`src/rtl/nmt_pkg.sv`:
```
// Shared types, constants and the per-mode byte decoder of the nested message tokenizer.
// Used by nested_message_tokenizer; no dependencies.
`timescale 1ns / 1ps

package nmt_pkg;

	localparam int STACK_DEPTH = 64;
	localparam int SP_W        = $clog2(STACK_DEPTH + 1);
	localparam int ADDR_W      = $clog2(STACK_DEPTH);

	// top of the mode stack lives in a small register cache, the rest in RAM
	localparam int CACHE_DEPTH = 8;
	localparam int CACHE_W     = $clog2(CACHE_DEPTH);
	localparam int MIN_CACHED  = 3;
	localparam int ACCEPT_MAX  = CACHE_DEPTH - 3;
	localparam int FILL_MAX    = MIN_CACHED;
	localparam int SPILL_MIN   = ACCEPT_MAX;

	localparam int FIFO_DEPTH = 4;
	localparam int FIFO_W     = $clog2(FIFO_DEPTH);
	localparam int FCNT_W     = $clog2(FIFO_DEPTH + 1);

	localparam logic [7:0] CH_MAP_OPEN   = 8'h5B; // [
	localparam logic [7:0] CH_MAP_CLOSE  = 8'h5D; // ]
	localparam logic [7:0] CH_LIST_OPEN  = 8'h28; // (
	localparam logic [7:0] CH_LIST_CLOSE = 8'h29; // )
	localparam logic [7:0] CH_STRING     = 8'h24; // $
	localparam logic [7:0] CH_INT        = 8'h40; // @
	localparam logic [7:0] CH_FLOAT      = 8'h23; // #
	localparam logic [7:0] CH_EQUAL      = 8'h3D; // =
	localparam logic [7:0] CH_DOT        = 8'h2E; // .
	localparam logic [7:0] CH_EXP_LO     = 8'h65; // e
	localparam logic [7:0] CH_EXP_UP     = 8'h45; // E
	localparam logic [7:0] CH_MINUS      = 8'h2D; // -
	localparam logic [7:0] CH_PLUS       = 8'h2B; // +
	localparam logic [7:0] CH_ZERO       = 8'h30;
	localparam logic [7:0] CH_NINE       = 8'h39;

	typedef enum logic [3:0] {
		M_STREAM  = 4'd0,
		M_MAP     = 4'd1,
		M_LIST    = 4'd2,
		M_MAPBEG  = 4'd3,
		M_LISTBEG = 4'd4,
		M_INT     = 4'd5,
		M_FLOAT   = 4'd6,
		M_STRING  = 4'd7,
		M_NAME    = 4'd8
	} mode_t;

	typedef enum logic [3:0] {
		EV_MSG_BEGIN       = 4'd0,
		EV_MAP_END         = 4'd1,
		EV_LIST_END        = 4'd2,
		EV_LIST_MAP        = 4'd3,
		EV_LIST_LIST       = 4'd4,
		EV_NAME_BYTE       = 4'd5,
		EV_VALUE_BYTE      = 4'd6,
		EV_NAMED_MAP       = 4'd7,
		EV_NAMED_LIST      = 4'd8,
		EV_NAMED_VALUE_END = 4'd9,
		EV_LIST_VALUE_END  = 4'd10
	} ev_t;

	typedef enum logic [1:0] {
		VK_INT    = 2'd0,
		VK_FLOAT  = 2'd1,
		VK_STRING = 2'd2
	} kind_t;

	// what one mode does with one byte
	typedef struct packed {
		logic            emit;   // direct event
		logic            gated;  // event only if the push fits
		ev_t             code;
		logic [7:0]      data;
		logic            close;  // value closed, event picked by parent mode
		kind_t           kind;
		logic            pop;
		logic [1:0]      npush;
		mode_t [2:0]     pm;     // pm[0] is pushed first
		logic            again;  // parent handles the byte too
	} act_t;

	typedef struct packed {
		ev_t        code;
		kind_t      kind;
		logic [7:0] data;
		logic       last;
		logic       ovf;
	} res_t;

	function automatic logic is_term(input logic [7:0] c);
		return c == CH_MAP_OPEN || c == CH_MAP_CLOSE || c == CH_LIST_OPEN ||
			c == CH_LIST_CLOSE || c == CH_STRING || c == CH_INT || c == CH_FLOAT;
	endfunction

	function automatic logic is_digit(input logic [7:0] c);
		return (c >= CH_ZERO && c <= CH_NINE) || c == CH_MINUS || c == CH_PLUS;
	endfunction

	function automatic act_t decode(input mode_t m, input logic [7:0] c);
		act_t a;
		a = '0;
		unique case (m)
			M_STREAM: begin
				if (c == CH_MAP_OPEN) begin
					a.npush = 2'd1; a.pm[0] = M_MAP;
					a.emit = 1'b1; a.gated = 1'b1; a.code = EV_MSG_BEGIN;
				end
			end
			M_MAP: begin
				if (c == CH_MAP_CLOSE) begin
					a.emit = 1'b1; a.code = EV_MAP_END; a.pop = 1'b1;
				end else if (c == CH_MAP_OPEN) begin
					a.npush = 2'd3; a.pm[0] = M_MAP; a.pm[1] = M_MAPBEG; a.pm[2] = M_NAME;
				end else if (c == CH_LIST_OPEN) begin
					a.npush = 2'd3; a.pm[0] = M_LIST; a.pm[1] = M_LISTBEG; a.pm[2] = M_NAME;
				end else if (c == CH_STRING) begin
					a.npush = 2'd2; a.pm[0] = M_STRING; a.pm[1] = M_NAME;
				end else if (c == CH_INT) begin
					a.npush = 2'd2; a.pm[0] = M_INT; a.pm[1] = M_NAME;
				end else if (c == CH_FLOAT) begin
					a.npush = 2'd2; a.pm[0] = M_FLOAT; a.pm[1] = M_NAME;
				end
			end
			M_LIST: begin
				if (c == CH_LIST_CLOSE) begin
					a.emit = 1'b1; a.code = EV_LIST_END; a.pop = 1'b1;
				end else if (c == CH_MAP_OPEN) begin
					a.npush = 2'd1; a.pm[0] = M_MAP;
					a.emit = 1'b1; a.gated = 1'b1; a.code = EV_LIST_MAP;
				end else if (c == CH_LIST_OPEN) begin
					a.npush = 2'd1; a.pm[0] = M_LIST;
					a.emit = 1'b1; a.gated = 1'b1; a.code = EV_LIST_LIST;
				end else if (c == CH_STRING) begin
					a.npush = 2'd1; a.pm[0] = M_STRING;
				end else if (c == CH_INT) begin
					a.npush = 2'd1; a.pm[0] = M_INT;
				end else if (c == CH_FLOAT) begin
					a.npush = 2'd1; a.pm[0] = M_FLOAT;
				end
			end
			M_MAPBEG: begin
				a.emit = 1'b1; a.code = EV_NAMED_MAP; a.pop = 1'b1; a.again = 1'b1;
			end
			M_LISTBEG: begin
				a.emit = 1'b1; a.code = EV_NAMED_LIST; a.pop = 1'b1; a.again = 1'b1;
			end
			M_INT: begin
				if (is_term(c)) begin
					a.close = 1'b1; a.kind = VK_INT; a.pop = 1'b1; a.again = 1'b1;
				end else if (is_digit(c)) begin
					a.emit = 1'b1; a.code = EV_VALUE_BYTE; a.data = c;
				end
			end
			M_FLOAT: begin
				if (is_term(c)) begin
					a.close = 1'b1; a.kind = VK_FLOAT; a.pop = 1'b1; a.again = 1'b1;
				end else if (is_digit(c) || c == CH_DOT || c == CH_EXP_LO || c == CH_EXP_UP) begin
					a.emit = 1'b1; a.code = EV_VALUE_BYTE; a.data = c;
				end
			end
			M_STRING: begin
				if (is_term(c)) begin
					a.close = 1'b1; a.kind = VK_STRING; a.pop = 1'b1; a.again = 1'b1;
				end else if (c != CH_EQUAL) begin
					a.emit = 1'b1; a.code = EV_VALUE_BYTE; a.data = c;
				end
			end
			M_NAME: begin
				if (c == CH_EQUAL) begin
					a.pop = 1'b1;
				end else if (!is_term(c)) begin
					a.emit = 1'b1; a.code = EV_NAME_BYTE; a.data = c;
				end
			end
			default: begin
				a = '0;
			end
		endcase
		return a;
	endfunction

endpackage

```
`src/rtl/nested_message_tokenizer.sv`:
```
// Nested message tokenizer top level: byte register, mode stack, result queue.
// Depends on nmt_pkg and nmt_ram.
// A byte is captured in the input register, then its results go to the result queue,
// whose head drives the output. One byte per cycle while the input does not stall, one
// result out per cycle while out_stall is low. Input holds while fewer than three entries
// sit in the 8-entry top cache above RAM, more than five wait to spill, or the 4-entry
// result queue lacks two free slots. Reset: asynchronous; stack holds stream mode only.
`timescale 1ns / 1ps

module nested_message_tokenizer
	import nmt_pkg::*;
(
	input  logic       clk,
	input  logic       arst_n,
	input  logic       in_valid,
	output logic       in_stall,
	input  logic [7:0] in_byte,
	output logic       out_valid,
	input  logic       out_stall,
	output logic [3:0] event_res,
	output logic [1:0] value_kind,
	output logic [7:0] data_byte,
	output logic       last,
	output logic       overflow
);

	// input register
	logic       valid_s1;
	logic [7:0] byte_s1;

	// stack state
	mode_t             cache_q [CACHE_DEPTH];
	mode_t             cache_d [CACHE_DEPTH];
	logic [SP_W-1:0]   sp_q;
	logic [SP_W-1:0]   lo_q;      // lowest stack position held in the cache
	logic              pend_q;    // RAM read data arrives this cycle
	logic              ovf_q;

	// result queue
	res_t              fifo_q [FIFO_DEPTH];
	logic [FIFO_W-1:0] wr_q;
	logic [FIFO_W-1:0] rd_q;
	logic [FCNT_W-1:0] cnt_q;

	logic [SP_W-1:0]    sp_m1, sp_m2, sp_m3;
	mode_t              top0, top1, top2, mode1, close_top;
	act_t               a1, a2, act;
	logic [SP_W-1:0]    sp_h, sp_next;
	logic [SP_W:0]      push_end;
	logic               push_ok;
	logic               ovf_next;
	logic               ev_a_v, ev_b_v;
	res_t               ev_a, ev_b, first_res;
	logic [1:0]         n_wr;
	logic               adv, stack_ok, fifo_room, out_pop;
	logic [SP_W-1:0]    lo_issue, lo_dec, occ, cached;
	logic               issue, spill;
	logic [CACHE_W-1:0] push_base, fill_slot;
	logic [3:0]         ram_rd;

	assign sp_m1 = sp_q - SP_W'(1);
	assign sp_m2 = sp_q - SP_W'(2);
	assign sp_m3 = sp_q - SP_W'(3);
	assign top0  = cache_q[sp_m1[CACHE_W-1:0]];
	assign top1  = cache_q[sp_m2[CACHE_W-1:0]];
	assign top2  = cache_q[sp_m3[CACHE_W-1:0]];

	// first pass in the top mode, second pass in the parent when the byte is handed back
	always_comb begin
		a1        = decode(top0, byte_s1);
		mode1     = a1.pop ? top1 : top0;
		a2        = decode(mode1, byte_s1);
		act       = a1.again ? a2 : a1;
		sp_h      = a1.again ? (sp_q - SP_W'(a1.pop)) : sp_q;
		close_top = (a1.again && a1.pop) ? top2 : top1;
		push_end  = {1'b0, sp_h} + (SP_W + 1)'(act.npush);
		push_ok   = push_end <= (SP_W + 1)'(STACK_DEPTH);
		ovf_next  = ovf_q | ((act.npush != 2'd0) && !push_ok);
		sp_next   = sp_h - SP_W'(act.pop) + (push_ok ? SP_W'(act.npush) : SP_W'(0));
	end

	// events of the two passes
	always_comb begin
		ev_a      = '0;
		ev_a_v    = 1'b0;
		ev_a.ovf  = ovf_next;
		if (a1.again) begin
			if (a1.close) begin
				ev_a_v    = (mode1 == M_MAP) || (mode1 == M_LIST);
				ev_a.code = (mode1 == M_MAP) ? EV_NAMED_VALUE_END : EV_LIST_VALUE_END;
				ev_a.kind = a1.kind;
			end else begin
				ev_a_v    = a1.emit;
				ev_a.code = a1.code;
				ev_a.data = a1.data;
			end
		end

		ev_b      = '0;
		ev_b.ovf  = ovf_next;
		ev_b.last = 1'b1;
		if (act.close) begin
			ev_b_v    = (close_top == M_MAP) || (close_top == M_LIST);
			ev_b.code = (close_top == M_MAP) ? EV_NAMED_VALUE_END : EV_LIST_VALUE_END;
			ev_b.kind = act.kind;
		end else begin
			ev_b_v    = act.emit && (!act.gated || push_ok);
			ev_b.code = act.code;
			ev_b.data = act.data;
		end

		n_wr           = 2'(ev_a_v) + 2'(ev_b_v);
		first_res      = ev_a_v ? ev_a : ev_b;
		first_res.last = (n_wr == 2'd1);
	end

	// cache occupancy and RAM spill / refill
	assign lo_issue  = lo_q - SP_W'(pend_q);
	assign lo_dec    = lo_issue - SP_W'(1);
	assign occ       = sp_q - lo_issue;
	assign cached    = sp_q - lo_q;
	assign issue     = (lo_issue != '0) && (occ <= SP_W'(FILL_MAX));
	assign spill     = !pend_q && (occ >= SP_W'(SPILL_MIN));
	assign stack_ok  = ((lo_q == '0) || (cached >= SP_W'(MIN_CACHED))) &&
		(occ <= SP_W'(ACCEPT_MAX));
	assign fifo_room = cnt_q <= FCNT_W'(FIFO_DEPTH - 2);
	assign adv       = valid_s1 && stack_ok && fifo_room;
	assign in_stall  = valid_s1 && !adv;
	assign push_base = sp_h[CACHE_W-1:0];
	assign fill_slot = CACHE_W'(lo_q - SP_W'(1));

	nmt_ram #(
		.WIDTH (4),
		.DEPTH (STACK_DEPTH)
	) u_stack_ram (
		.clk     (clk),
		.wr_en   (spill),
		.wr_addr (lo_q[ADDR_W-1:0]),
		.wr_data (cache_q[lo_q[CACHE_W-1:0]]),
		.rd_en   (issue),
		.rd_addr (lo_dec[ADDR_W-1:0]),
		.rd_data (ram_rd)
	);

	always_comb begin
		for (int j = 0; j < CACHE_DEPTH; j++) begin
			cache_d[j] = cache_q[j];
		end
		if (pend_q) begin
			cache_d[fill_slot] = mode_t'(ram_rd);
		end
		if (adv && push_ok) begin
			for (int i = 0; i < 3; i++) begin
				if (2'(i) < act.npush) begin
					cache_d[push_base + CACHE_W'(i)] = act.pm[i];
				end
			end
		end
	end

	always_ff @(posedge clk or negedge arst_n) begin
		if (!arst_n) begin
			for (int j = 0; j < CACHE_DEPTH; j++) begin
				cache_q[j] <= M_STREAM;
			end
			sp_q   <= SP_W'(1);
			lo_q   <= '0;
			pend_q <= 1'b0;
			ovf_q  <= 1'b0;
		end else begin
			for (int j = 0; j < CACHE_DEPTH; j++) begin
				cache_q[j] <= cache_d[j];
			end
			pend_q <= issue;
			if (pend_q) begin
				lo_q <= lo_q - SP_W'(1);
			end else if (spill) begin
				lo_q <= lo_q + SP_W'(1);
			end
			if (adv) begin
				sp_q  <= sp_next;
				ovf_q <= ovf_next;
			end
		end
	end

	// input register: hold while the stage cannot advance
	always_ff @(posedge clk or negedge arst_n) begin
		if (!arst_n) begin
			valid_s1 <= 1'b0;
		end else if (!in_stall) begin
			valid_s1 <= in_valid;
		end
	end

	always_ff @(posedge clk) begin
		if (!in_stall && in_valid) begin
			byte_s1 <= in_byte;
		end
	end

	// result queue
	assign out_valid = cnt_q != '0;
	assign out_pop   = out_valid && !out_stall;

	always_ff @(posedge clk or negedge arst_n) begin
		if (!arst_n) begin
			wr_q  <= '0;
			rd_q  <= '0;
			cnt_q <= '0;
		end else begin
			if (adv) begin
				wr_q <= wr_q + FIFO_W'(n_wr);
			end
			if (out_pop) begin
				rd_q <= rd_q + FIFO_W'(1);
			end
			cnt_q <= cnt_q + (adv ? FCNT_W'(n_wr) : FCNT_W'(0)) - FCNT_W'(out_pop);
		end
	end

	always_ff @(posedge clk) begin
		if (adv && n_wr != 2'd0) begin
			fifo_q[wr_q] <= first_res;
		end
		if (adv && n_wr == 2'd2) begin
			fifo_q[wr_q + FIFO_W'(1)] <= ev_b;
		end
	end

	assign event_res  = fifo_q[rd_q].code;
	assign value_kind = fifo_q[rd_q].kind;
	assign data_byte  = fifo_q[rd_q].data;
	assign last       = fifo_q[rd_q].last;
	assign overflow   = fifo_q[rd_q].ovf;

endmodule

```
`src/rtl/nmt_ram.sv`:
```
// Generic single-write, single-read RAM with registered read data.
// No dependencies; holds the lower part of the tokenizer mode stack.
`timescale 1ns / 1ps

module nmt_ram #(
	parameter int WIDTH = 4,
	parameter int DEPTH = 64
) (
	input  logic                     clk,
	input  logic                     wr_en,
	input  logic [$clog2(DEPTH)-1:0] wr_addr,
	input  logic [WIDTH-1:0]         wr_data,
	input  logic                     rd_en,
	input  logic [$clog2(DEPTH)-1:0] rd_addr,
	output logic [WIDTH-1:0]         rd_data
);

	logic [WIDTH-1:0] mem [DEPTH];

	always_ff @(posedge clk) begin
		if (wr_en) begin
			mem[wr_addr] <= wr_data;
		end
		if (rd_en) begin
			rd_data <= mem[rd_addr];
		end
	end

endmodule
```
`config.mk`:
```
export PLATFORM = sky130hd
export DESIGN_NAME = nested_message_tokenizer
export DESIGN_NICKNAME = d
export VERILOG_FILES = /design/src/rtl/nmt_pkg.sv /design/src/rtl/nested_message_tokenizer.sv /design/src/rtl/nmt_ram.sv
export SDC_FILE = /design/constraint.sdc
export NUM_CORES = 1
export LEC_CHECK = 0
export BUFFER_PORTS_ARGS = -buffer_cell sky130_fd_sc_hd__buf_2
export CORE_UTILIZATION = 35
export CTS_CLUSTER_SIZE = 10
export DETAILED_ROUTE_END_ITERATION = 8
export PLACE_DENSITY_LB_ADDON = 0.08
export SYNTH_ARGS = -nofsm -noshare
export SYNTH_HDL_FRONTEND = slang
export SYNTH_SLANG_ARGS = --single-unit
```
`constraint.sdc`:
```
create_clock -name clk -period 11.2 [get_ports clk]
set_input_delay 1.68 -clock clk [delete_from_list [all_inputs] [get_ports clk]]
set_output_delay 1.68 -clock clk [all_outputs]
set_load 0.02 [all_outputs]
```
==> metrics.txt <==
outcome finished, final reports clean; pre-CTS WS roughly 1.4 ns; number of synthesized flops with an enable pin about 330; CTS sink count between 300 and 400; post-synth cell types 96; WL final approximately 64000 um; initial antenna violation count 1; busiest grt layer met2; register bit count reported by yosys just under 400; H-tree Lvls 2; Layout fillers roughly 5800; clk_skew about 0.038 ns; met3 Usage GRT 2.78%; worst skew pair latency between 0.6 and 0.7 ns; Final min period 9.71 ns; critical path fanouts, max 21; DRT antenna net count 0; CP Class reg2reg; RSZ-0062 raised after global routing no; met1 Use GR a little under a third; crit share post-route between 80 and 90%; CP max stage cell dfrtp_1; Post-Syn Area 21300 sq um; Die Wd around 250 um; GPL Wtd Cong about 0.94; DP HPWL 45900 um; area of the core 59500 sq um; # DRC 0; nets@finish between 1500 and 2000; post-synthesis cell count ~1700; post-CTS sizing 0; CTS tree built; Overall Global Routing Usage 20.9%; Final Hold Fails 0; wire length per cell 25.7 um; Slew @ Worst Pin ~1.2 ns; Slew HR 18.7%; WP data required roughly 11 ns; drt first pass iters 6; CTS max path bufs 3; f_max ~100 MHz; setup_tns 0 ns; Setup crit end kind flip-flop; commonest non-fill, non-tap cells in the layout 328 x edfxtp_1, 137 x nor2_1, 103 x mux4_2; pin count of the biggest net entering global routing 65; synthesized net count 1746; Mapped Avg Cell Area roughly 13 sq um; post-cts hold buffer count 0; post-DR vias/cell approximately 5.9; area growth from synthesis to layout 11.6%; Initial Utilization between 30% and 40%; clk root buf clkbuf_16; Startpoint Class flip-flop; port bufs 29; TritonCTS buffer count between 40 and 50; share of cells above drive strength 1 16.0%; # rows slightly below 90; sequential fraction of the synthesis area 53.3%; hold crit path type reg2reg; CP peak stage delay between 0.8 and 0.9 ns; worst hold slack ~0.48 ns; Syn. warnings 0; Yosys top cell area share ~46%; IO Count 30; max cap viols 0; number of global-route vias before repair between 10000 and 15000; die area between 60000 and 70000 sq um; predominant post-synthesis flop cell edfxtp_1; Max Slew Vio Count 0; WP data arrival about 10 ns; leading cell type in the layout, fill and taps excluded edfxtp_1; final setup fails 0; async set-reset flop share out of synthesis ~14%; fin worst setup slack 1.49 ns; clock slew at reported path FFs ~0.05 ns; initial detailed-routing violation count between 1000 and 1500; Synth area leaders edfxtp_1 46%, mux4_2 11%, dfrtp_1 6.5%, mux2i_1 3.2%, ha_1 2.6%; Die H 248 um; met2 GRT Util a little under a third; CP dominant cell by count ha_1; Congestion Overflow GR 0; DR vias 14774; postcts setup bufs 0; first-pass GRT wire length 97600 um; area leader, netlist edfxtp_1
[per-stage QoR]
stage,instances,instance area (sq um),util (%)
after global placement,2422,22300,37.5
after CTS,2503,23700,39.9
after floorplan,1684,21300,-
after detailed placement,2422,22300,37.5
final,2504,23700,39.9
after global routing,2503,23700,39.9
[cells in the mapped netlist (17+ instances only)]
| cell type | number |
|---|---|
| o211ai_1 | 22 |
| nor2b_1 | 32 |
| inv_1 | 47 |
| o21ai_0 | 45 |
| clkbuf_1 | 56 |
| edfxtp_1 | 328 |
| a211oi_1 | 30 |
| o22ai_1 | 33 |
| a22oi_1 | 19 |
| mux4_2 | 103 |
| a21oi_1 | 80 |
| xnor2_1 | 28 |
| mux2i_1 | 67 |
| or3_1 | 17 |
| a31oi_1 | 18 |
| nand2_1 | 102 |
| xor2_1 | 20 |
| and2_1 | 29 |
| nor3_1 | 65 |
| nand3_1 | 43 |
| ha_1 | 45 |
| dfrtp_1 | 55 |
| nor2_1 | 137 |
[cells by family (layout without fill, tap and decap cells)]
family | Yosys count | after routing | share of synthesized area [%]
other cells | 0 | 1 | 0
flops | 388 | 388 | 53.3
xor+xnor | 49 | 49 | 2.11
simple gates | 490 | 490 | 11.3
buf+inv | 138 | 184 | 2.57
fa+ha+maj | 50 | 50 | 3.12
mux | 186 | 186 | 14.9
compound gates | 383 | 383 | 12.7
[worst max-delay path, delay by kind of cell (launching register included)]
| kind | cells | cell delay, ns |
|---|---|---|
| compound gates | 9 | 2.28 |
| fa+ha+maj | 5 | 1.95 |
| buf+inv | 5 | 1.82 |
| flops | 1 | 0.83 |
| mux | 2 | 0.74 |
| simple gates | 6 | 1.68 |
[cell type report]
class,instances,area [sq um],area share [%]
Tap cell,773,967,4.08
Timing Repair Buffer,51,310,1.31
Clock inverter,9,116,0.491
Multi-Input combinational cell,1158,9470,39.9
Clock buffer,72,1330,5.62
Inverter,52,195,0.823
Sequential cell,388,11300,47.8
Antenna cell,1,2.50,0.0105
[path summary, 6_finish.rpt]
path	startpoint	end	slack [ns]	cells after the start
min	fifo_q[2][1]	fifo_q[2][1]	0.48	2
max	sp_q[1]	fifo_q[2][2]	1.49	27
max reg2reg	sp_q[1]	fifo_q[2][2]	1.49	27
max in group asynchronous	arst_n	cnt_q[1]	9.36	2
min in group asynchronous	arst_n	cache_q[0]	1.24	2
min reg2reg	fifo_q[2][1]	fifo_q[2][1]	0.48	2
[flip-flops by register name (all words and copies together) (netlist names), 3 cells and up]
| name | flops |
|---|---|
| byte_s1 | 8 |
| u_stack_ram.rd_data | 4 |
| lo_q | 7 |
| cache_q | 32 |
| fifo_q | 64 |
| cnt_q | 3 |
| u_stack_ram.mem | 256 |
| sp_q | 7 |
[per-layer routing]
layer | vias to the layer above | share of wire [%] | wire length (um)
met3 | 113 | 4.9 | 3180
met4 | 0 | 2.7 | 1730
li1 | 6652 | - | -
met2 | 465 | 44 | 28200
met5 | - | 0 | 0
met1 | 7544 | 49 | 31300
Power is left out: the tool's default activity adds up to more than one toggle a clock period on the data nets, which glitch-free logic cannot reach.
